===== config.mk =====
export PLATFORM = sky130hd
export DESIGN_NAME = amtspk_queue
export DESIGN_NICKNAME = d
export VERILOG_FILES = /design/src/rtl/amtspk_pkg.sv /design/src/rtl/amtspk_queue.sv
export SDC_FILE = /design/constraint.sdc
export NUM_CORES = 1
export LEC_CHECK = 0
export CORE_MARGIN = 1.5
export CORE_UTILIZATION = 33
export CTS_CLUSTER_DIAMETER = 200
export CTS_CLUSTER_SIZE = 10
export DETAILED_ROUTE_END_ITERATION = 12
export DONT_BUFFER_PORTS = 1
export GPL_TIMING_DRIVEN = 0
export PLACE_DENSITY_LB_ADDON = 0.12
export REMOVE_ABC_BUFFERS = 1
export SETUP_SLACK_MARGIN = 0.4
export SYNTH_ARGS = -nofsm -noshare
export SYNTH_HDL_FRONTEND = slang
export SYNTH_SLANG_ARGS = --single-unit

===== constraint.sdc =====
create_clock -name i_clk -period 3.5 [get_ports i_clk]
set_input_delay 0.7 -clock i_clk [delete_from_list [all_inputs] [get_ports i_clk]]
set_output_delay 0.7 -clock i_clk [all_outputs]
set_load 0.02 [all_outputs]

===== src/rtl/amtspk_pkg.sv =====
// Shared types, token codes and slot layout for the spoken amount reader.
package amtspk_pkg;

    // Field widths and limits
    localparam int YUAN_W      = 27;
    localparam int CENTS_W     = 7;
    localparam int TOKEN_W     = 4;
    localparam int S_TDATA_W   = 40;
    localparam int M_TDATA_W   = 8;
    localparam logic [YUAN_W-1:0]  MAX_YUAN  = YUAN_W'(99999999);
    localparam logic [CENTS_W-1:0] MAX_CENTS = CENTS_W'(99);

    // Decimal conversion
    localparam int YUAN_DIGITS = 8;
    localparam int DIGITS_W    = YUAN_DIGITS * 4;
    localparam logic [31:0] RECIP_TEN = 32'hCCCCCCCD;  // 2^35 / 10, rounded up
    localparam int RECIP_SHIFT = 35;
    localparam int PROD_W      = YUAN_W + 32;

    // Token codes
    localparam logic [TOKEN_W-1:0] TOK_ZERO     = 4'd0;
    localparam logic [TOKEN_W-1:0] TOK_TEN      = 4'd10;
    localparam logic [TOKEN_W-1:0] TOK_HUNDRED  = 4'd11;
    localparam logic [TOKEN_W-1:0] TOK_THOUSAND = 4'd12;
    localparam logic [TOKEN_W-1:0] TOK_WAN      = 4'd13;
    localparam logic [TOKEN_W-1:0] TOK_POINT    = 4'd14;
    localparam logic [TOKEN_W-1:0] TOK_YUAN     = 4'd15;

    // Fixed reading slots; each amount enables a subset of them
    localparam int SLOT_YZERO = 0;   // lone zero for zero yuan
    localparam int SLOT_HI    = 1;   // seven slots of the wan group
    localparam int SLOT_WAN   = 8;
    localparam int SLOT_GAP   = 9;   // zero before a low group under 1000
    localparam int SLOT_LO    = 10;  // seven slots of the low group
    localparam int SLOT_POINT = 17;
    localparam int SLOT_CT    = 18;
    localparam int SLOT_CU    = 19;
    localparam int SLOT_YUAN  = 20;
    localparam int NUM_SLOTS  = 21;
    localparam int GROUP_SLOTS = 7;

    // Queue sizing
    localparam int QUEUE_DEPTH_DEF = 2;

    // One classified amount: enabled slots and the token of every slot
    typedef struct packed {
        logic [NUM_SLOTS-1:0]              mask;
        logic [NUM_SLOTS-1:0][TOKEN_W-1:0] tok;
    } t_plan;

endpackage


===== src/rtl/amtspk_queue.sv =====
// Small queue of classified amounts between front and back ends.
module amtspk_queue
    import amtspk_pkg::*;
#(
    parameter int DEPTH = QUEUE_DEPTH_DEF
) (
    input  logic  i_clk,
    input  logic  i_rst_n,
    input  logic  i_push_valid,
    output logic  o_push_ready,
    input  t_plan i_push_data,
    output logic  o_pop_valid,
    input  logic  i_pop_ready,
    output t_plan o_pop_data
);

    localparam int PW = $clog2(DEPTH);
    localparam int CW = $clog2(DEPTH + 1);

    t_plan          r_mem [DEPTH];
    logic [PW-1:0]  r_wr_ptr;
    logic [PW-1:0]  r_rd_ptr;
    logic [CW-1:0]  r_count;
    logic           push;
    logic           pop;

    assign o_push_ready = (r_count != CW'(DEPTH));
    assign o_pop_valid  = (r_count != '0);
    assign push         = i_push_valid && o_push_ready;
    assign pop          = i_pop_ready && o_pop_valid;
    assign o_pop_data   = r_mem[r_rd_ptr];

    // Advance pointers and count
    always_ff @(posedge i_clk) begin
        if (!i_rst_n) begin
            r_wr_ptr <= '0;
            r_rd_ptr <= '0;
            r_count  <= '0;
        end else begin
            if (push) begin
                r_wr_ptr <= (r_wr_ptr == PW'(DEPTH - 1)) ? '0 : r_wr_ptr + PW'(1);
            end
            if (pop) begin
                r_rd_ptr <= (r_rd_ptr == PW'(DEPTH - 1)) ? '0 : r_rd_ptr + PW'(1);
            end
            if (push && !pop) begin
                r_count <= r_count + CW'(1);
            end else if (pop && !push) begin
                r_count <= r_count - CW'(1);
            end
        end
    end

    // Store entries
    always_ff @(posedge i_clk) begin
        if (push) begin
            r_mem[r_wr_ptr] <= i_push_data;
        end
    end

endmodule


After elaboration in Yosys (flattened, before gate mapping)
Memory sizes are Yosys's and may differ from the RTL's. A register that Yosys moved wholly into a read port is not among the register bits.
Index checks and enable logic that the tools add are counted.
{"block": "totals", "regBits": 4, "latchBits": 0, "ram_bits": 210, "rom_bits": 0, "input_bits": 109, "out_inout_bits": 107, "word_cells": 25, "mem_count": 1}
{"block": "classes", "n_addsub": 4, "n_mul": 0, "n_div": 0, "magnitude_cmp": 0, "n_eq_ne": 1, "n_shift": 0, "n_mux": 8, "bitwise_logic": 0, "n_reduce_logical": 8}
{"name": "r_mem", "depth": 2, "word_bits": 105, "rd": 1, "rd_clocked_by_memory_dff": 1, "wr": 1, "line": "amtspk_queue.sv:20", "rtl": "t_plan r_mem [DEPTH];"}
{"op": "1-bit two-way mux", "count": 6}
{"op": "1-bit logical AND", "count": 4}
{"op": "2-bit two-way mux", "count": 2}
{"op": "2-bit nonzero test", "count": 2}
{"op": "1-bit adder (second input constant)", "count": 2}
{"op": "2-bit by 1-bit adder with 2-bit output (second input constant)", "count": 1}
{"op": "1-bit logical NOT", "count": 2}
{"op": "2-bit != test (second input constant)", "count": 1}
{"op": "2-bit by 1-bit subtractor with 2-bit output (second input constant)", "count": 1}

Logic depth before layout (Yosys ltp)
Gate-level depths: netlist of run 1.
{"block": "depth", "ltp_word": 6, "mapped_depth": 6, "ltp_nobuf": 6}

Least setup slack after synthesis of run 1
Ideal clock, no wire load.
{"block": "synth_timing", "path_type": "input-to-reg", "startpoint": "in i_push_valid", "endpoint": "mem r_mem[1][0] (netlist name) (enable)", "setup_time_ns": 0.476, "t_arrival_ns": 3.178, "required_time_ns": 3.024, "slack_ns": -0.155, "cell_stages": 1, "path_buffers": 0, "path_cell_list": "and3_1"}
{"block": "synth_via", "elab_chain_cells": 3}
{"item": "from (decl)", "line": "amtspk_queue.sv:9", "rtl": "input logic i_push_valid,"}
{"item": "1-bit logical AND", "line": "amtspk_queue.sv:29", "rtl": "assign push = i_push_valid && o_push_ready;"}
{"item": "1-bit two-way mux", "line": "amtspk_queue.sv:56", "rtl": "if (push) begin"}
{"item": "1-bit two-way mux (not written as such)", "line": "amtspk_queue.sv:57", "rtl": "r_mem[r_wr_ptr] <= i_push_data;"}
{"item": "to (decl)", "line": "amtspk_queue.sv:20"}
Every way passes these cells.

==> metrics.md, run 1 <==
| Metric | Value |
|---|---|
| Yosys warning count | `0` |
| N_diodes | `0` |
| Via count | `roughly 3200` |
| Slew @ Worst Pin | `about 470 ps` |
| Final WS setup | `~850 ps` |
| Most common cell in the netlist | `edfxtp_1` |
| Starting density of the core | `approximately a third` |
| Routed vias/inst | `~4.5` |
| Clk root buf | `clkbuf_16` |
| Placed Area | `around 0.0085 mm²` |
| Gr ovfl total | `0` |
| Largest net degree at the start of global routing | `just under 70` |
| Post-CTS setup buffers | `0` |
| Post-Syn Instances | `~350` |
| Post-place setup slack | `around 1300 ps` |
| I/O pins | `~220` |
| Peak VDD IR | `between 0.0004 and 0.0005 V` |
| Worst-path clk slew | `~60 ps` |
| Layout Utilization | `37.8%` |
| Clock Skew | `12.6 ps` |
| Post-cts resize count | `0` |
| Synth cell types | `23` |
| Syn Area/Cell | `roughly 23 µm²` |
| H-tree depth | `1` |
| Row count | `between 50 and 60` |
| Setup TNS | `0 ps` |
| Design area | `0.00914 mm²` |
| GR Util All Layers | `11.3%` |
| Initial antenna violation count | `0` |
| Fraction of layout cells with a size suffix above 1 | `37.5%` |
| Mapped cell area | `approximately 0.008 mm²` |
| Hold Path Class | `in -> reg` |
| Setup Viol. Count Final | `0` |
| Max_cap viols | `0` |
| Worst EP arrival | `a little under 2000 ps` |
| Clock Latency Late Sink | `510 ps` |
| Area growth from synthesis to layout | `13.2%` |
| Seq/Total Area, Yosys | `about four fifths` |
| Buffers on Ports | `0` |
| Synth Flop Type | `edfxtp_1` |
| Lkg Pwr | `roughly 3.0 nW` |
| Max Fanout on Critical Path | `between 40 and 50` |
| Worst EP required | `between 2000 and 3000 ps` |
| Setup crit start kind | `flop` |
| Fin. Hold Viols | `0` |
| Hold Crit Depth | `0` |
| Placer congestion estimate | `about 0.64` |
| Yosys top cell by area | `edfxtp_1` |
| CTS Sinks | `between 200 and 250` |
| Clock Tree Buf Depth | `3` |
| Slew headroom | `just under 70%` |
| Status | `completed` |
| TritonCTS clock tree | `yes` |
| PD cells | `about 800 mW/mm²` |
| Number of buffers created by CTS | `25` |
| Antenna-violating nets left | `0` |
| Hold-fix buffers, CTS | `0` |
| RSZ-0062 raised after global routing | `false` |
| Remaining DRCs | `0` |
| Drt pass-1 iters | `4` |
| Fin nets | `~480` |
| DRT Wirelength | `approximately 14000 µm` |
| Synth area leaders | `edfxtp_1, mux2_4, mux2_2` |
| Die Footprint | `0.0254 mm²` |
| Min cycle time layout | `2650 ps` |
| Commonest cells in the netlist | `edfxtp_1, mux2_2, mux2_4` |
| FMAX | `roughly 0.38 GHz` |
| Initial DRC count | `roughly 200` |
| First-pass GRT wire length | `between 20000 and 25000 µm` |
| CP Capture Type | `output port` |
| Setup CP Type | `reg -> out` |
| Die span in x | `159 µm` |
| DR WL/cell | `roughly 21 µm` |
| Slew Limit Fails | `0` |
| Number of global-route vias before repair | `3416` |
| Area of the core | `roughly 0.024 mm²` |
| Die Ht | `~160 µm` |
| Ys async rst share | `0%` |
| Post-synth EDFFs | `210` |
| Reg2Reg Depth | `4` |
| Final period util | `75.8%` |
| Top-area cell type share of the netlist area | `between 70% and 80%` |
| Seq cells post-synth | `around 220` |
## worst paths after layout
| kind | start | end | slack (ps) |
|---|---|---|---|
| worst max register to register | r_count[0]$_SDFFE_PN0P_ | r_mem[1][52]$_DFFE_PP_ | 1370 |
| worst max-delay path | flop | o_pop_data[90] | 850 |
| worst min register to register | r_rd_ptr$_SDFFE_PN0P_ | flop | 590 |
| worst min-delay path | i_push_data[19] | r_mem[0][19]$_DFFE_PP_ | 280 |
## layer usage
layer	track usage (%)	up-vias	wire [µm]
li1	-	1425	-
met1	12.5	1592	5200
met2	18.3	141	6990
met3	6.04	28	1770
met4	4.12	0	470
met5	0	-	0
## cells in the final DEF (no fill, tap or decap), drive strengths merged
master | netlist | final
edfxtp | 210 | 210
mux2 | 105 | 105
clkbuf | 0 | 34
buf | 12 | 5
dfxtp | 5 | 5
and2 | 4 | 4
xnor2 | 2 | 2
o21ai | 2 | 2
a21boi | 2 | 2
nand2b | 1 | 1
or2 | 1 | 1
and3 | 1 | 1
nand3b | 1 | 1
inv | 1 | 1
a21bo | 1 | 1
xor2 | 1 | 1
or3 | 1 | 1
ha | 1 | 1
clkinvlp | 0 | 1
## power by group
part | switching (W) | internal (W) | total [W]
registers | 0.000129 | 0.00322 | 0.00335
logic | 0.00108 | 0.000663 | 0.00175
clock network | 0.000907 | 0.00129 | 0.00219
total | 0.00212 | 0.00517 | 0.00729
## cell families after synthesis
| logic type | share of synthesized area [%] |
|---|---|
| AND/OR/NAND/NOR | 0.806 |
| XOR/XNOR | 0.326 |
| adder cells (fa/ha/maj) | 0.155 |
| flip-flops | 79.4 |
| multiplexers | 17.0 |
| AO/OA/AOI/OAI | 0.434 |
| buffers and inverters | 1.92 |
## registers in the layout (all words and copies together), names as in the netlist, named ones only
register / count
r_count: 2
r_mem: 210
r_rd_ptr: 1
r_wr_ptr: 1
## worst max-delay path: stages, from the launching register on
cell,delay (ps)
dfxtp_4,630
buf_16,290
mux2_2,450
## through the flow
stage	hold slack, ps	total power [W]	std cells
6_report	281	0.00729	703
5_1_grt	244	0.00761	703
4_1_cts	248	0.00744	703
3_5_place_dp	569	0.00520	668
3_3_place_gp	541	0.00530	663
2_1_floorplan	512	0.00493	339
## cell type report
type / count / area (µm²)
Fill cell: 2198 / 15000
Inverter: 1 / 8.76
Sequential cell: 215 / 6410
Clock buffer: 34 / 659
Timing Repair Buffer: 5 / 130
Multi-Input combinational cell: 123 / 1510
Clock inverter: 1 / 7.51
Tap cell: 324 / 405
(Power assumes the default switching activity.)
==> inputs of run 2 (changes only) <==
==> constraint.sdc (replaced) <==
create_clock -name i_clk -period 2.6 [get_ports i_clk]
set_input_delay 0.52 -clock i_clk [delete_from_list [all_inputs] [get_ports i_clk]]
set_output_delay 0.52 -clock i_clk [all_outputs]
set_load 0.02 [all_outputs]
==> run 2 against run 1 <==
Cell area increased by 1.8%. Sequential cell count unchanged. Global-route usage up 0.27 points. Critical endpoint is now o_pop_data[93].
==> metrics.md, run 2 (synthesis results as in run 1) <==
| Metric | Value |
|---|---|
| Min cycle time layout | `2170 ps` |
| Remaining DRCs | `0` |
| Die Footprint | `about 0.025 mm²` |
| P_int | `0.00712 W` |
| Met3 Usage GRT | `under 10%` |
| Worst EP required | `roughly 2100 ps` |
| Gr ovfl total | `0` |
| Number of buffers created by CTS | `25` |
| Crit-path slowest cell | `dfxtp_4` |
| RSZ-0062 raised after global routing | `true` |
| Worst EP arrival | `roughly 1700 ps` |
| Setup Viol. Count Final | `0` |
| Biggest register | `r_mem` |
| Commonest cells after routing, fill and taps aside | `edfxtp_1, mux2_2, mux2_4, clkbuf_16, clkbuf_1` |
| GR peak layer | `met2` |
| Clk root buf | `clkbuf_16` |
| N_diodes | `0` |
| Starting density of the core | `about a third` |
| Fin nets | `490` |
| Number of global-route vias before repair | `about 3400` |
| PD cells | `approximately 1100 mW/mm²` |
| FF-to-FF Start | `r_count[0]$_SDFFE_PN0P_` |
| GR Util All Layers | `11.5%` |
| First-pass GRT wire length | `about 22000 µm` |
| Hold wc startpoint | `i_push_data[19]` |
| Area of the core | `0.0242 mm²` |
| Setup TNS | `0 ps` |
| Register area | `approximately 0.0064 mm²` |
| H-tree depth | `1` |
| Lkg Pwr | `3.07 nW` |
| CTS Sinks | `215` |
| Hold Path Class | `in -> reg` |
| Routed vias/inst | `4.58` |
| Buffers on Ports | `0` |
| Area growth from synthesis to layout | `15.3%` |
| TritonCTS clock tree | `yes` |
| Crit path largest cell delay | `450 ps` |
| Biggest regs | `r_mem: 210 flops, r_count: 2 flops` |
| Final period util | `a little over four fifths` |
| Row count | `57` |
| Setup CP Type | `reg -> out` |
| Cell Chain, Critical Path | `clkbuf_16 -> mux2_2` |
| Register share of total power | `approximately 45%` |
| Clock Tree Buf Depth | `3` |
| Via count | `3258` |
| Clock Skew | `around 12 ps` |
| Fraction of layout cells with a size suffix above 1 | `between 30% and 40%` |
| Max FFs per register | `210` |
| Initial antenna violation count | `0` |
| DR WL/cell | `between 20 and 25 µm` |
| Largest net degree at the start of global routing | `69` |
| Comb power frac | `a little over a quarter` |
| Placer congestion estimate | `0.637` |
| FMAX | `0.461 GHz` |
| Met1 GRT Util | `about an eighth` |
| Reg2Reg Depth | `4` |
| Sw Share | `29.1%` |
| Worst-path clk slew | `around 60 ps` |
| Multi-input gate area | `about 0.0015 mm²` |
| DRT Wirelength | `approximately 15000 µm` |
| Slew headroom | `around 73%` |
| I/O pins | `216` |
| Peak VDD IR | `between 0.0005 and 0.0006 V` |
| Max Fanout on Critical Path | `22` |
| Fin. Hold Viols | `0` |
| Die Ht | `159 µm` |
| CP Capture Type | `output port` |
| Status | `completed` |
| Fill count | `approximately 2200` |
| Die span in x | `159 µm` |
| Met2 Usage GRT | `18.8%` |
| Hold Crit Depth | `0` |
| Most common library cell in the layout ignoring fill and taps | `edfxtp_1` |
| Switching power total | `around 0.0029 W` |
| Hold WS | `100 ps` |
| Initial DRC count | `between 150 and 200` |
| Drt pass-1 iters | `4` |
| Setup crit start kind | `flop` |
| Slew @ Worst Pin | `approximately 410 ps` |
| Clock Latency Late Sink | `slightly above 500 ps` |
| Max_cap viols | `0` |
| Clock power frac | `29.4%` |
| Slew Limit Fails | `0` |
| Hold-fix buffers, CTS | `0` |
| Antenna-violating nets left | `0` |
run 2: changes by cell type in the layout (fill, tap and decap cells not counted):
cell | before | now
clkbuf_16 | 25 | 28
buf_8 | 0 | 2
and3_2 | 0 | 1
buf_12 | 1 | 2
buf_16 | 4 | 5
buf_4 | 0 | 1
run 2: worst max-delay path: cells and delay by family (launching register included):
| family | cells | cell delay, ps |
|---|---|---|
| buf+inv | 1 | 260 |
| mux | 1 | 420 |
| flops | 1 | 450 |
run 2: metrics by stage:
stage | total power [W] | util (%) | std cells | worst slack [ps] | area, µm²
floorplan | 0.00664 | - | 339 | -1790 | 7920
global placement | 0.00687 | 34.4 | 663 | -3440 | 8320
detailed placement | 0.00700 | 35.0 | 668 | 470 | 8470
CTS | 0.0101 | 38.0 | 706 | 317 | 9190
global route | 0.0105 | 38.5 | 712 | 351 | 9300
finish | 0.0100 | 38.5 | 712 | 429 | 9300
run 2: area by class of cell:
cell class,count,share of cell area (%)
flip-flops and latches,215,68.9
inverters,1,0.0941
clock buffers,34,7.09
multi-input cells,124,16.4
well taps,324,4.36
repair buffers,13,3.12
clock inverters,1,0.0807
run 2: worst paths after layout:
path | to | slack [ps]
hold / removal | r_mem[0][19]$_DFFE_PP_ | 100
hold reg to reg | flop | 590
setup / recovery | o_pop_data[93] | 430
setup reg to reg | r_mem[0][47]$_DFFE_PP_ | 590
run 2: metal layers:
metal,routed length (µm),share of wire (%)
met1,5540,36
met2,7480,49
met3,1820,12
met4,471,3.1
met5,0,0
run 2: power by group through the flow:
stage	clock [W]	sequential, W	combinational (W)
after floorplan	0	0.00472	0.00192
after global placement	0	0.00481	0.00206
after detailed placement	0	0.00458	0.00241
after CTS	0.00308	0.00447	0.00255
after global routing	0.00320	0.00451	0.00277
final	0.00295	0.00447	0.00262
run 2: what timing repair did:
action	in CTS	in global routing
pin swaps	0	1
resized for setup	0	2
buffers inserted	2	1
gates cloned	1	5
endpoints found under the setup margin	84	118
==> inputs of run 3 (changes only) <==
==> constraint.sdc (replaced) <==
create_clock -name i_clk -period 2.22 [get_ports i_clk]
set_input_delay 0.444 -clock i_clk [delete_from_list [all_inputs] [get_ports i_clk]]
set_output_delay 0.444 -clock i_clk [all_outputs]
set_load 0.02 [all_outputs]
==> run 3 against run 2 <==
Sequential cell count unchanged. Critical path depth increased by 2. Register-to-register slack got worse by 90 ps. Combinational power increased by 49%. First-iteration DRC count increased by 19%. Routed wire length increased by 8.6%. Largest cell class unchanged.
==> metrics.md, run 3 (synthesis results as in run 1) <==
| Metric | Value |
|---|---|
| Commonest cells after routing, fill and taps aside | `edfxtp_1, mux2_4, dlygate4sd3_1, clkbuf_16, buf_16` |
| DRT Wirelength | `16600 µm` |
| Lkg Pwr | `roughly 3.6 nW` |
| CTS Sinks | `between 200 and 250` |
| Routed vias/inst | `around 4.6` |
| Slew @ Worst Pin | `~380 ps` |
| I/O pins | `~220` |
| Max_cap viols | `0` |
| Clock Skew | `approximately 13 ps` |
| Crit-path slowest cell | `dfxtp_4` |
| Setup Viol. Count Final | `0` |
| Remaining DRCs | `0` |
| Largest net degree at the start of global routing | `46` |
| Status | `completed` |
| Min cycle time layout | `between 2000 and 2500 ps` |
| Slew headroom | `approximately three quarters` |
| R2R setup slack | `roughly 500 ps` |
| Drt pass-1 iters | `5` |
| Via count | `~3600` |
| Hold Path Class | `in -> reg` |
| Worst-path clk slew | `approximately 60 ps` |
| Area growth from synthesis to layout | `28.8%` |
| Die span in x | `roughly 160 µm` |
| Clk root buf | `clkbuf_16` |
| H-tree depth | `1` |
| Clock Latency Late Sink | `approximately 510 ps` |
| Max Fanout on Critical Path | `5` |
| Peak VDD IR | `roughly 0.00067 V` |
| FMAX | `between 0.4 and 0.5 GHz` |
| Fraction of layout cells with a size suffix above 1 | `a little over a third` |
| Die Footprint | `around 0.025 mm²` |
| Gr ovfl total | `0` |
| Number of buffers created by CTS | `25` |
| Initial DRC count | `228` |
| DR WL/cell | `between 20 and 25 µm` |
| Setup crit start kind | `flop` |
| Fin. Hold Viols | `0` |
| Starting density of the core | `between 30 and 40%` |
| Biggest register | `r_mem` |
| GR Util All Layers | `around 12%` |
| Final period util | `about 95%` |
| Fin nets | `around 560` |
| Clock Tree Buf Depth | `3` |
| Most used cell, CP | `buf_12` |
| Most common library cell in the layout ignoring fill and taps | `edfxtp_1` |
| Layout Utilization | `between 40% and 50%` |
| PD cells | `around 1200 mW/mm²` |
| CP Capture Type | `output port` |
| Area of the core | `0.0242 mm²` |
| Buffers on Ports | `0` |
| Placer congestion estimate | `between 0.6 and 0.7` |
| TritonCTS clock tree | `yes` |
| Worst EP arrival | `about 1700 ps` |
| Crit path largest cell delay | `approximately 360 ps` |
| Setup TNS | `0 ps` |
| Initial antenna violation count | `1` |
| Row count | `57` |
| Slew Limit Fails | `0` |
| Antenna-violating nets left | `0` |
| Setup CP Type | `reg -> out` |
| Final WS setup | `121 ps` |
| Die Ht | `around 160 µm` |
| RSZ-0062 raised after global routing | `true` |
| Number of global-route vias before repair | `approximately 3800` |
| Cell Chain, Critical Path | `buf_12 -> buf_12 -> clkbuf_16 -> mux2_4` |
| Post-place setup slack | `89.8 ps` |
| First-pass GRT wire length | `around 24000 µm` |
| Biggest regs | `r_mem: 210 flops, r_count: 2 flops` |
| Max FFs per register | `210` |
| Worst EP required | `1780 ps` |
==> run 3: path summary, 6_finish.rpt <==
check                     startpoint                 endpoint  cells past startpoint
max                             flop           o_pop_data[35]                      4
min                  i_push_data[42]   r_mem[0][42]$_DFFE_PP_                      0
max reg2reg  r_count[0]$_SDFFE_PN0P_  r_count[1]$_SDFFE_PN0P_                      5
min reg2reg    r_rd_ptr$_SDFFE_PN0P_                     flop                      2
==> run 3: metal layers <==
layer	GRT usage, %	wire length, µm	share of wire [%]	up-vias
li1	-	-	-	1602
met2	21.7	8390	50	146
met3	5.89	1740	10	26
met4	3.86	430	2.6	0
met5	0	0	0	-
met1	13.5	6080	37	1799
==> run 3: layout make-up <==
class,instances,area [µm²]
Antenna cell,1,2.50
Clock buffer,34,659
Clock inverter,1,7.51
Fill cell,2112,13800
Inverter,1,30.0
Multi-Input combinational cell,124,1710
Sequential cell,215,6410
Tap cell,324,405
Timing Repair Buffer,83,1150
Timing Repair inverter,2,17.5
==> run 3: critical path, delay by kind of cell, from the launching register on <==
kind | cells | cell delay (ps)
flops | 1 | 360
buf+inv | 3 | 440
mux | 1 | 330
==> run 3: metrics by stage <==
stage | instances | instance area (µm²) | hold slack, ps | total power, W
detailed placement | 668 | 8470 | 543 | 0.00820
global route | 785 | 10400 | 4.51 | 0.0131
finish | 785 | 10400 | 36.6 | 0.0126
CTS | 768 | 10200 | 0.00178 | 0.0127
floorplan | 339 | 7920 | 512 | 0.00778
global placement | 663 | 8320 | 541 | 0.00782
==> run 3: where the power goes <==
group | switching (W) | internal (W) | leakage [nW]
logic | 0.00206 | 0.00183 | 1.31
registers | 0.000144 | 0.00507 | 2.00
clock network | 0.00143 | 0.00203 | 0.319
==> run 3: what timing repair did <==
action | 4_1_cts | 5_1_grt
cloned | 9 | 5
hold buffers | 47 | 10
pin swaps | 1 | 1
gates resized for setup | 60 | 5
endpoints found under the hold margin | 78 | 15
setup endpoints to repair | 250 | 218
setup buffers | 9 | 1
