--- src/rtl/amtspk_pkg.sv ---
// Shared types, token codes and slot layout for the spoken amount reader.
package amtspk_pkg;

    // Field widths and limits
    localparam int YUAN_W      = 27;
    localparam int CENTS_W     = 7;
    localparam int TOKEN_W     = 4;
    localparam int S_TDATA_W   = 40;
    localparam int M_TDATA_W   = 8;
    localparam logic [YUAN_W-1:0]  MAX_YUAN  = YUAN_W'(99999999);
    localparam logic [CENTS_W-1:0] MAX_CENTS = CENTS_W'(99);

    // Decimal conversion
    localparam int YUAN_DIGITS = 8;
    localparam int DIGITS_W    = YUAN_DIGITS * 4;
    localparam logic [31:0] RECIP_TEN = 32'hCCCCCCCD;  // 2^35 / 10, rounded up
    localparam int RECIP_SHIFT = 35;
    localparam int PROD_W      = YUAN_W + 32;

    // Token codes
    localparam logic [TOKEN_W-1:0] TOK_ZERO     = 4'd0;
    localparam logic [TOKEN_W-1:0] TOK_TEN      = 4'd10;
    localparam logic [TOKEN_W-1:0] TOK_HUNDRED  = 4'd11;
    localparam logic [TOKEN_W-1:0] TOK_THOUSAND = 4'd12;
    localparam logic [TOKEN_W-1:0] TOK_WAN      = 4'd13;
    localparam logic [TOKEN_W-1:0] TOK_POINT    = 4'd14;
    localparam logic [TOKEN_W-1:0] TOK_YUAN     = 4'd15;

    // Fixed reading slots; each amount enables a subset of them
    localparam int SLOT_YZERO = 0;   // lone zero for zero yuan
    localparam int SLOT_HI    = 1;   // seven slots of the wan group
    localparam int SLOT_WAN   = 8;
    localparam int SLOT_GAP   = 9;   // zero before a low group under 1000
    localparam int SLOT_LO    = 10;  // seven slots of the low group
    localparam int SLOT_POINT = 17;
    localparam int SLOT_CT    = 18;
    localparam int SLOT_CU    = 19;
    localparam int SLOT_YUAN  = 20;
    localparam int NUM_SLOTS  = 21;
    localparam int GROUP_SLOTS = 7;

    // Queue sizing
    localparam int QUEUE_DEPTH_DEF = 2;

    // One classified amount: enabled slots and the token of every slot
    typedef struct packed {
        logic [NUM_SLOTS-1:0]              mask;
        logic [NUM_SLOTS-1:0][TOKEN_W-1:0] tok;
    } t_plan;

endpackage

--- src/rtl/amtspk_back.sv ---
// Back end: walks enabled slots and emits one token per cycle while the output is not stalled.
module amtspk_back
    import amtspk_pkg::*;
(
    input  logic                 i_clk,
    input  logic                 i_rst_n,
    input  logic                 i_pop_valid,
    output logic                 o_pop_ready,
    input  t_plan                i_plan,
    output logic                 m_axis_tvalid,
    input  logic                 m_axis_tready,
    output logic [M_TDATA_W-1:0] m_axis_tdata,
    output logic                 m_axis_tlast
);

    logic [NUM_SLOTS-1:0]              r_mask;
    logic [NUM_SLOTS-1:0][TOKEN_W-1:0] r_tok;
    logic                              r_out_valid;
    logic [TOKEN_W-1:0]                r_out_token;
    logic                              r_out_last;

    logic                 can_emit;
    logic                 have;
    logic [NUM_SLOTS-1:0] first;
    logic [NUM_SLOTS-1:0] rest;
    logic                 is_last;
    logic [TOKEN_W-1:0]   tok_sel;
    logic                 emit;

    // Pick the lowest enabled slot and its token
    always_comb begin
        can_emit = !r_out_valid || m_axis_tready;
        have     = (r_mask != '0);
        first    = r_mask & (~r_mask + NUM_SLOTS'(1));
        rest     = r_mask & ~first;
        is_last  = (rest == '0);
        tok_sel  = '0;
        for (int i = 0; i < NUM_SLOTS; i++) begin
            tok_sel |= first[i] ? r_tok[i] : '0;
        end
        emit        = can_emit && have;
        o_pop_ready = !have || (emit && is_last);
    end

    assign m_axis_tvalid = r_out_valid;
    assign m_axis_tdata  = M_TDATA_W'(r_out_token);
    assign m_axis_tlast  = r_out_last;

    // Load the next amount, drop spent slots, drive the output register
    always_ff @(posedge i_clk) begin
        if (!i_rst_n) begin
            r_mask      <= '0;
            r_out_valid <= 1'b0;
        end else begin
            if (o_pop_ready && i_pop_valid) begin
                r_mask <= i_plan.mask;
            end else if (emit) begin
                r_mask <= rest;
            end
            if (emit) begin
                r_out_valid <= 1'b1;
            end else if (can_emit) begin
                r_out_valid <= 1'b0;
            end
        end
    end

    always_ff @(posedge i_clk) begin
        if (o_pop_ready && i_pop_valid) begin
            r_tok <= i_plan.tok;
        end
        if (emit) begin
            r_out_token <= tok_sel;
            r_out_last  <= is_last;
        end
    end

endmodule

--- config.mk ---
export PLATFORM = sky130hd
export DESIGN_NAME = amtspk_back
export DESIGN_NICKNAME = d
export VERILOG_FILES = /design/src/rtl/amtspk_pkg.sv /design/src/rtl/amtspk_back.sv
export SDC_FILE = /design/constraint.sdc
export NUM_CORES = 1
export LEC_CHECK = 0
export ABC_AREA = 1
export BUFFER_PORTS_ARGS = -buffer_cell sky130_fd_sc_hd__buf_2
export CORE_MARGIN = 2
export CORE_UTILIZATION = 30
export CTS_CLUSTER_DIAMETER = 50
export DETAILED_ROUTE_END_ITERATION = 10
export HOLD_SLACK_MARGIN = 0.12
export SLEW_MARGIN = 15
export SYNTH_ARGS = -nofsm -noshare
export SYNTH_HDL_FRONTEND = slang
export SYNTH_SLANG_ARGS = --single-unit
--- constraint.sdc ---
create_clock -name i_clk -period 2.96 [get_ports i_clk]
set_input_delay 0.592 -clock i_clk [delete_from_list [all_inputs] [get_ports i_clk]]
set_output_delay 0.592 -clock i_clk [all_outputs]
set_load 0.01 [all_outputs]
* Word-level counts from Yosys, hierarchy flattened *
Index checks and enable logic that the tools add are counted.

word-level totals
  logic and storage cells = 86
  bits of input ports = 109
  output and inout port bits = 11
  flip-flop bits (word level) = 111

cells by class
  reduce and logical (&&, ||, !) cells = 11
  bitwise operators = 24
  add/subtract/negate cells = 1
  mux-type cells = 25

operator list
  operator                                                          count
  4-bit 2-to-1 mux                                                  21
  4-bit bitwise OR                                                  20
  21-bit AND                                                        2
  21-bit 2-to-1 mux                                                 2
  21-bit inverter                                                   2
  21-bit by 1-bit adder with 21-bit output (second input constant)  1
  21-bit logical NOT                                                1
  21-bit nonzero test                                               1
  2-bit nonzero test                                                2
  1-bit logical AND                                                 3
  1-bit logical NOT                                                 2
  1-bit logical OR                                                  2
  1-bit 2-to-1 mux                                                  2

* Depth between registers and ports, before layout *
Gate-level depths: netlist of the first run.

  depth in word-level cells = 24
  depth in mapped cells = 19

* Worst setup path before layout of the first run *
OpenSTA, ideal clock, no wires.

  kind = reg2reg
  start = register r_mask[0]
  end = register r_tok[0] (netlist bit), enable pin
  stages on the path, launching flop included = 16
  data arrival time = 2000 ps
  slack = 583 ps
  path buffers = 2
  setup time = 377 ps
  cell sequence = dfxtp_1 -> buf_6 -> nor2_8 -> nand2_4 -> nor2_8 -> nand2_1 -> nand2_1 -> nand2_1 -> inv_1 -> nand2_1 -> nor2_1 -> nand4_1 -> nand2_2 -> nand2_2 -> clkinv_2 -> buf_6

on the way
  cells in the longest elaborated chain, start to end = 9

RTL lines
  element                                   line               source
  start: declaration                        amtspk_back.sv:16  logic [NUM_SLOTS-1:0] r_mask;
  start signal: assignment                  amtspk_back.sv:56  r_mask <= i_plan.mask;
  start signal: assignment                  amtspk_back.sv:58  r_mask <= rest;
  21-bit inverter                           amtspk_back.sv:34  first = r_mask & (~r_mask + NUM_SLOTS'(1));
  21-bit by 1-bit adder with 21-bit output  amtspk_back.sv:34
  21-bit AND                                amtspk_back.sv:34
  21-bit inverter                           amtspk_back.sv:35  rest = r_mask & ~first;
  21-bit AND                                amtspk_back.sv:35
  21-bit logical NOT                        amtspk_back.sv:36  is_last = (rest == '0);
  1-bit logical AND                         amtspk_back.sv:42  o_pop_ready = !have || (emit && is_last);
  1-bit logical OR *                        amtspk_back.sv:42
  named net o_pop_ready                     amtspk_back.sv:8   output logic o_pop_ready,
  1-bit logical AND *                       amtspk_back.sv:69  if (o_pop_ready && i_pop_valid) begin
  end signal: assignment                    amtspk_back.sv:70  r_tok <= i_plan.tok;
  end: declaration                          amtspk_back.sv:17  logic [NUM_SLOTS-1:0][TOKEN_W-1:0] r_tok;

The timed path passes the listed nets; every way through them passes the cells marked *.
A chain may end at the register's enable or synchronous reset.

* Worst setup path in the final report of the first run *
  start = register r_mask[0]
  end = output port o_pop_ready

on the way
  cells in the longest elaborated chain, start to end = 8

RTL lines
  element                                   line
  21-bit inverter                           amtspk_back.sv:34
  21-bit by 1-bit adder with 21-bit output  amtspk_back.sv:34
  21-bit AND                                amtspk_back.sv:34
  21-bit inverter                           amtspk_back.sv:35
  21-bit AND                                amtspk_back.sv:35
  21-bit logical NOT                        amtspk_back.sv:36
  1-bit logical AND                         amtspk_back.sv:42
  1-bit logical OR *                        amtspk_back.sv:42
  end: declaration                          amtspk_back.sv:8

Every way passes the cells marked *; elsewhere a longest branch is shown, timed or not.

==> impl_metrics.tcl, run 1 <==
set metrics [dict create \
    status "finished, final reports clean" \
    nFillCells 1622 \
    syn2layout_area_growth_pct 22.10 \
    pwr-share-clk 0.155 \
    die_h_um 131.8 \
    dieArea_um2 17380 \
    hpwl_um 9266 \
    place_congestion 0.8946 \
    cts_buffer_depth 2 \
    die_x_um 131.8 \
    worstHoldStart "i_plan[76]" \
    vias_per_cell 4.455 \
    finalSetupViolCount 0 \
    ys_ff_latch 111 \
    port_buffers 115 \
    wl_per_cell_um 14.15 \
    vdd_drop_max_mv 0.5167 \
    postCtsSetupBuffers 0 \
    arrival_ns 2.11 \
    grt_usage 0.1409 \
    wirelength_um 11830 \
    rsz0062_at_grt "no" \
    root_buffer "clkbuf_16" \
    pwr-share-seq 0.406 \
    drt-pass1-iter-count 4 \
    grt_antenna_before_repair 0 \
    htreeDepth 3 \
    yosysUniqueCellTypes 29 \
    worstSetupPathType "register to primary output" \
    ant_nets 0 \
    internal_power_mw 4.121 \
    synth.largest_area_cell "edfxtp_1" \
    ys_top_cells_by_count "nand2_1, edfxtp_1, inv_1" \
    p_total_mw 7.077 \
    syn_area_um2 4902 \
    clock_sinks 111 \
    clk_pin_slew_worst_paths_ns 0.07 \
    num_vias 3724 \
    synth.top_cell.area_share 0.5452 \
    grt_max_degree 70 \
    finalSetupTns_ns 0 \
    async_flop_share 0 \
    cts_resized 0 \
    grt.busiest_layer "met2" \
    r2r_cells 12 \
    syn_area_per_cell_um2 9.883 \
    r2r-start "r_mask[0]$_SDFFE_PN0P_" \
    antennaDiodeCount 0 \
    powerDensity_nw_per_um2 1182 \
    cts_buffers 9 \
    hold_depth 1 \
    p_sw_mw 2.956 \
    critPathLaunchType "register" \
    start_util 0.3075 \
    grt_util_met1 0.1813 \
    met2_usage 0.2324 \
    post-route-period-util 0.9120 \
    finalHoldViolations 0 \
    critPathLaunch "r_mask[0]$_SDFFE_PN0P_" \
    swShare 0.4177 \
    core_area_um2 15940 \
    drc 0 \
    cp_max_fo 9 \
    layout.nets 724 \
    grt_pass1_vias 3735 \
    holdBufCountCts 0 \
    drtIter0Drc 287 \
    synth.area.top_cells "edfxtp_1, nand2_1, dfxtp_1" \
    clk_latency_ns 0.36 \
    yosys.cell_count.top_type "nand2_1" \
    fmax_mhz 370.4 \
    leakagePower_nw 2.741 \
    yosys_warnings 0 \
    slew_violations 0 \
    min_period_ns 2.699 \
    synth_edf_count 89 \
    grt_pass1_wl_um 18820 \
    cts_tree "built" \
    cap_violations 0 \
    required_ns 2.37 \
    grt_overflow 0 \
    clock-skew-final_ns 0.009324 \
    io_pins 120 \
    min_path_type "input port to register" \
    pwr-share-comb 0.439 \
    use_met3 0.02345 \
    seq_area_frac_synth 0.6350 \
    critPathCaptureType "primary output" \
    syn_inst 496 \
    drive_above_1_share 0.2419 \
    synthFlopType "edfxtp_1" \
    num_rows 46 \
]
[sequential cells by signal, summed over array words and instances (netlist names)]
register	count
r_tok	84
r_out_token	4
m_axis_tlast	1
r_mask	21
m_axis_tvalid	1
[metrics by stage]
step / hold WS (ns) / area, um2 / setup WS [ns] / instances / util
finish: 0.4038 / 5986 / 0.2606 / 836 / 0.3755
global route: 0.3900 / 5986 / 0.05877 / 836 / 0.3755
CTS: 0.3901 / 5986 / 0.2430 / 836 / 0.3755
detailed placement: 0.5075 / 5720 / 0.4640 / 820 / 0.3588
global placement: 0.5007 / 5720 / 0.5220 / 820 / 0.3588
floorplan: 0.4694 / 4913 / 0.5826 / 499 / -
[path summary, 6_finish.rpt]
check	slack, ns	end
max	0.26	o_pop_ready
min	0.40	r_tok[76]$_DFFE_PP_
max reg2reg	0.46	r_tok[64]$_DFFE_PP_
min reg2reg	0.53	r_mask[20]$_SDFFE_PN0P_
[metal layers]
metal | share of wire | wire length (um)
met1 | 0.45 | 5341
met2 | 0.49 | 5813
met3 | 0.034 | 407
met4 | 0.022 | 265
met5 | 0 | 0
[layout by cell type, fill, tap and decap left out, types with 9 or more instances in the layout]
master | netlist | routed
nand2_1 | 129 | 129
buf_2 | 0 | 115
edfxtp_1 | 89 | 89
inv_1 | 77 | 77
nand3_1 | 42 | 42
nor2_1 | 37 | 37
dfxtp_1 | 22 | 22
o21ai_0 | 20 | 20
nand4_1 | 11 | 11
a21oi_1 | 11 | 11
nand2_2 | 10 | 10
clkbuf_16 | 0 | 9
[power by group through the flow]
stage	combinational, mW	sequential, mW	clock [mW]
after floorplan	2.29	2.82	0
after global placement	3.09	2.89	0
after detailed placement	3.15	2.91	0
after CTS	3.15	2.88	1.14
after global routing	3.54	2.94	1.18
final	3.11	2.87	1.10
[kinds of logic (layout without fill, tap and decap cells)]
logic type,after synthesis,in the layout,synth area share
compound gates,53,53,0.06560
buf+inv,91,212,0.07759
flops,111,111,0.6350
other cells,1,4,0.0007650
simple gates,240,240,0.2210
[critical path, stage by stage, from the launching register on]
cell and delay, ns:
dfxtp_1 0.44, nor2_8 0.22, nand2_4 0.12, nor2_8 0.19
nand3_1 0.09, nand2_1 0.10, nand3_1 0.07, nor2_1 0.15
nand4_1 0.12, nand2_2 0.10, buf_2 0.15
[final cells by class]
type	count	area (um2)	share of cell area
Clock buffer	9	225.2	0.03763
Inverter	78	294.0	0.04912
Timing Repair Buffer	118	623.1	0.1041
Tap cell	216	270.3	0.04515
Sequential cell	111	3113	0.5201
Clock inverter	7	40.04	0.006689
Multi-Input combinational cell	297	1420	0.2372
(Power assumes the default switching activity.)
==> run 2, diff against run 1 <==
CORE_UTILIZATION = 35   (was 30)
==> run 2 against run 1 <==
- cell count shrank 4.3%
- sequential cell count is the same
- clock power grew 7%
- clock skew grew 0.0012 ns
- clock-buffer cell count is the same
- non-clock buffer count is the same
- critical path type unchanged
- via count shrank 0.99%
- sequential share of layout area grew 0.11 points
- highest routed layer unchanged
==> impl_metrics.tcl, run 2 (synthesis results as in run 1) <==
set metrics [dict create \
    required_ns 2.37 \
    reg.largest.list "r_tok (84), r_mask (21), r_out_token (4)" \
    min_path_type "input port to register" \
    critPathLaunchType "register" \
    drtIter0Drc 224 \
    drive_above_1_share 0.2468 \
    layout.nets 724 \
    holdBufCountCts 0 \
    worst_slew_pin_slew_ns 0.4957 \
    start_util 0.3559 \
    dieArea_um2 14970 \
    largest_register_ffs 84 \
    ant_nets 0 \
    die_x_um 122.4 \
    r2r_cells 13 \
    cts_tree "built" \
    vias_per_cell 4.609 \
    grt_pass1_vias 3652 \
    cts_buffer_depth 2 \
    powerDensity_nw_per_um2 1207 \
    mostFrequentLayoutCell "nand2_1" \
    clk_latency_ns 0.36 \
    finalSetupTns_ns 0 \
    fmax_mhz 364.6 \
    cap_violations 0 \
    num_rows 43 \
    cts_resized 0 \
    grt_max_degree 54 \
    hpwl_um 8702 \
    r2r_slack_ns 0.51 \
    finalSetupViolCount 0 \
    htreeDepth 3 \
    drt-pass1-iter-count 5 \
    core_area_um2 13770 \
    postCtsSetupBuffers 0 \
    clock_sinks 111 \
    placed_cell_area_um2 5688 \
    port_buffers 115 \
    vdd_drop_max_mv 0.5168 \
    antennaDiodeCount 0 \
    grt_usage 0.1584 \
    drc 0 \
    critPathCaptureType "primary output" \
    die_h_um 122.4 \
    num_vias 3687 \
    wirelength_um 11420 \
    slew_violations 0 \
    grt_antenna_before_repair 0 \
    p_total_mw 7.212 \
    max-slew-margin-rel 0.6665 \
    endpoint "o_pop_ready" \
    critPathLaunch "r_mask[8]$_SDFFE_PN0P_" \
    top_register "r_tok" \
    final_util 0.4337 \
    fin_area_um2 5973 \
    leakagePower_nw 2.766 \
    min_period_ns 2.743 \
    final_cell_mix "nand2_1, buf_2, edfxtp_1" \
    grt_pass1_wl_um 17800 \
    arrival_ns 2.15 \
    status "finished, final reports clean" \
    root_buffer "clkbuf_16" \
    nFillCells 1352 \
    wl_per_cell_um 14.28 \
    worstSetupPathType "register to primary output" \
    finalHoldViolations 0 \
    grt_overflow 0 \
    place_congestion 0.8279 \
    clk_pin_slew_worst_paths_ns 0.08 \
    post-route-period-util 0.9265 \
    syn2layout_area_growth_pct 21.85 \
    rsz0062_at_grt "no" \
    cts_buffers 9 \
    clock-skew-final_ns 0.01050 \
    r2r-start "r_mask[0]$_SDFFE_PN0P_" \
    cp_max_fo 7 \
    io_pins 120 \
    r2r_end "r_mask[5]$_SDFFE_PN0P_" \
]
[run 2: routing by layer]
| layer | track usage | wire, um | vias to the layer above |
|---|---|---|---|
| met3 | 0.03625 | 702 | 17 |
| met2 | 0.2552 | 5406 | 135 |
| met1 | 0.2041 | 5062 | 1654 |
| met4 | 0.06968 | 252 | 0 |
| li1 | - | - | 1881 |
| met5 | 0 | 0 | - |
[run 2: per-stage QoR]
step	hold WS [ns]	worst slack (ns)	std cells
6_report	0.4031	0.2175	800
5_1_grt	0.3853	0.02903	800
4_1_cts	0.3899	0.2287	800
3_5_place_dp	0.5197	0.5283	784
3_3_place_gp	0.5151	0.5785	784
2_1_floorplan	0.4694	0.5826	499
[run 2: where the power goes]
| group | leakage (nW) | total [mW] | internal, mW | switching (mW) |
|---|---|---|---|---|
| sequential | 0.999 | 2.88 | 2.56 | 0.319 |
| combinational | 1.62 | 3.15 | 1.03 | 2.12 |
| clock | 0.143 | 1.18 | 0.590 | 0.595 |
| total | 2.77 | 7.21 | 4.17 | 3.04 |
[run 2: area by class of cell]
class | instances | area, um2 | area share
inverter | 78 | 294.0 | 0.04922
tap | 180 | 225.2 | 0.03770
multi-input combinational | 297 | 1420 | 0.2377
clock buffer | 9 | 225.2 | 0.03770
sequential | 111 | 3113 | 0.5212
timing repair buffer | 118 | 635.6 | 0.1064
clock inverter | 7 | 60.06 | 0.01005
[run 2: critical path, cell delays in order, from the launching register on]
cell and delay, ns:
dfxtp_1 0.39, nor2_1 0.24, nand2_1 0.11, nor2_1 0.22, nand2_1 0.10, nand2_1 0.11, nand2_1 0.06, nor2_1 0.16
nand4_1 0.14, nand2_2 0.11, buf_2 0.14
[run 2: worst min-delay path by stage]
| stage | startpoint | end | slack, ns | cells after the start |
|---|---|---|---|---|
| 6_report | i_plan[57] | r_tok[57]$_DFFE_PP_ | 0.40 | 1 |
| 2_1_floorplan | r_mask[20]$_SDFFE_PN0P_ | r_mask[20]$_SDFFE_PN0P_ | 0.47 | 2 |
| 4_1_cts | i_plan[83] | r_tok[83]$_DFFE_PP_ | 0.39 | 1 |
| 3_3_place_gp | r_tok[69]$_DFFE_PP_ | r_out_token[1]$_DFFE_PP_ | 0.52 | 2 |
| 5_1_grt | i_plan[64] | r_tok[64]$_DFFE_PP_ | 0.39 | 1 |
| 3_5_place_dp | r_tok[68]$_DFFE_PP_ | r_out_token[0]$_DFFE_PP_ | 0.52 | 2 |
==> run 3, diff against run 2 <==
BUFFER_PORTS_ARGS = -buffer_cell sky130_fd_sc_hd__clkbuf_2   (was -buffer_cell sky130_fd_sc_hd__buf_2)
==> run 3 against run 2 <==
- non-clock buffer count grew 1
- total power up 0.83%
- fmax grew 1.3%
- critical path depth unchanged
- die area unchanged
- final area up 0.52%
- sequential power about the same
- first-iteration DRC count rose by 4.9%
- clock power grew 7%
- largest power group unchanged
==> impl_metrics.tcl, run 3 (synthesis results as in run 1) <==
set metrics [dict create \
    place_congestion 0.8593 \
    cts_buffer_depth 2 \
    dieArea_um2 14970 \
    pwr-share-clk 0.173 \
    critPathLaunchType "register" \
    post-place-ws_ns 0.4499 \
    min_path_type "input port to register" \
    pwr-share-comb 0.433 \
    r2r_slack_ns 0.46 \
    clk_pin_slew_worst_paths_ns 0.08 \
    critPathLaunch "r_mask[0]$_SDFFE_PN0P_" \
    internal_power_mw 4.268 \
    root_buffer "clkbuf_16" \
    p_total_mw 7.272 \
    vias_per_cell 4.564 \
    die_x_um 122.4 \
    grt_max_degree 44 \
    grt_overflow 0 \
    drive_above_1_share 0.2480 \
    drtIter0Drc 235 \
    cts_tree "built" \
    reg.largest.list "r_tok (84), r_mask (21), r_out_token (4)" \
    mostFrequentLayoutCell "nand2_1" \
    holdPathEnd "r_tok[4]$_DFFE_PP_" \
    r2r_end "r_tok[46]$_DFFE_PP_" \
    grt_antenna_before_repair 0 \
    slew_violations 0 \
    status "finished, final reports clean" \
    clock-skew-final_ns 0.01197 \
    hold_ws_ns 0.4061 \
    finalHoldViolations 0 \
    path_cells "nor2_8 -> nand2_4 -> nor2_8 -> nand3_1 -> nand2_1 -> nand3_1 -> nor2_1 -> nand4_1 -> nand2_2 -> clkbuf_2" \
    fin_area_um2 6005 \
    num_vias 3656 \
    worstSetupPathType "register to primary output" \
    num_rows 43 \
    vdd_drop_max_mv 0.5276 \
    min_period_ns 2.706 \
    top_register "r_tok" \
    setup_ws_ns 0.2536 \
    syn2layout_area_growth_pct 22.49 \
    ant_nets 0 \
    clock_sinks 111 \
    pwr-share-seq 0.394 \
    placed_cells 785 \
    post-route-period-util 0.9143 \
    powerDensity_nw_per_um2 1211 \
    cp_max_fo 9 \
    antennaDiodeCount 0 \
    rsz0062_at_grt "no" \
    htreeDepth 3 \
    cap_violations 0 \
    largest_register_ffs 84 \
    swShare 0.4131 \
    critPathCaptureType "primary output" \
    grt_usage 0.1614 \
    final_cell_mix "nand2_1, clkbuf_2, edfxtp_1" \
    grt_pass1_vias 3657 \
    grt_pass1_wl_um 18280 \
    p_sw_mw 3.004 \
    start_util 0.3559 \
    leakagePower_nw 2.806 \
    die_h_um 122.4 \
    r2r_cells 12 \
    fmax_mhz 369.5 \
    placed_cell_area_um2 5695 \
    finalSetupViolCount 0 \
    hold_depth 1 \
    port_buffers 115 \
    worstHoldStart "i_plan[4]" \
    r2r-start "r_mask[0]$_SDFFE_PN0P_" \
    clk_latency_ns 0.36 \
    wirelength_um 11240 \
    final_util 0.4360 \
    cts_resized 0 \
    drt-pass1-iter-count 5 \
    core_area_um2 13770 \
    drc 0 \
    finalSetupTns_ns 0 \
    critPathSlowestCell "dfxtp_1" \
    wl_per_cell_um 14.03 \
    postCtsSetupBuffers 0 \
    required_ns 2.37 \
    cts_buffers 9 \
    hpwl_um 8680 \
    io_pins 120 \
    final_cells 801 \
    slowest_delay_ns 0.44 \
    arrival_ns 2.11 \
    layout.nets 725 \
    holdBufCountCts 0 \
]
==> run 3: layer usage <==
metal / vias to the layer above / GRT usage / share of wire
met5: - / 0 / 0
met4: 0 / 0.05388 / 0.018
met3: 14 / 0.04136 / 0.057
met2: 102 / 0.2580 / 0.47
met1: 1653 / 0.2140 / 0.46
li1: 1887 / - / -
==> run 3: how the worst max path moves through the flow <==
stage	end	slack, ns	cells after the start
after floorplan	r_tok[0]$_DFFE_PP_	0.58	15
final	o_pop_ready	0.25	10
after global placement	r_tok[36]$_DFFE_PP_	0.52	12
after detailed placement	r_tok[44]$_DFFE_PP_	0.45	12
after global routing	o_pop_ready	0.04	12
after CTS	o_pop_ready	0.23	10
==> run 3: final cells by class <==
class,instances,area [um2]
clock inverters,7,83.83
well taps,180,225.2
repair buffers,119,643.1
fillers,1364,7769
flip-flops and latches,111,3113
multi-input cells,297,1420
inverters,78,294.0
clock buffers,9,225.2
==> run 3: power groups by stage <==
stage,clock (mW),sequential (mW),combinational [mW]
CTS,1.29,2.87,3.19
detailed placement,0,2.90,3.17
global route,1.35,2.94,3.61
finish,1.26,2.87,3.15
global placement,0,2.89,3.12
floorplan,0,2.82,2.29
==> run 3: critical path, delay by kind of cell (launching register included) <==
| kind | cells | cell delay, ns |
|---|---|---|
| DFF | 1 | 0.44 |
| and+or+nand+nor | 9 | 1.17 |
| buffers and inverters | 1 | 0.15 |
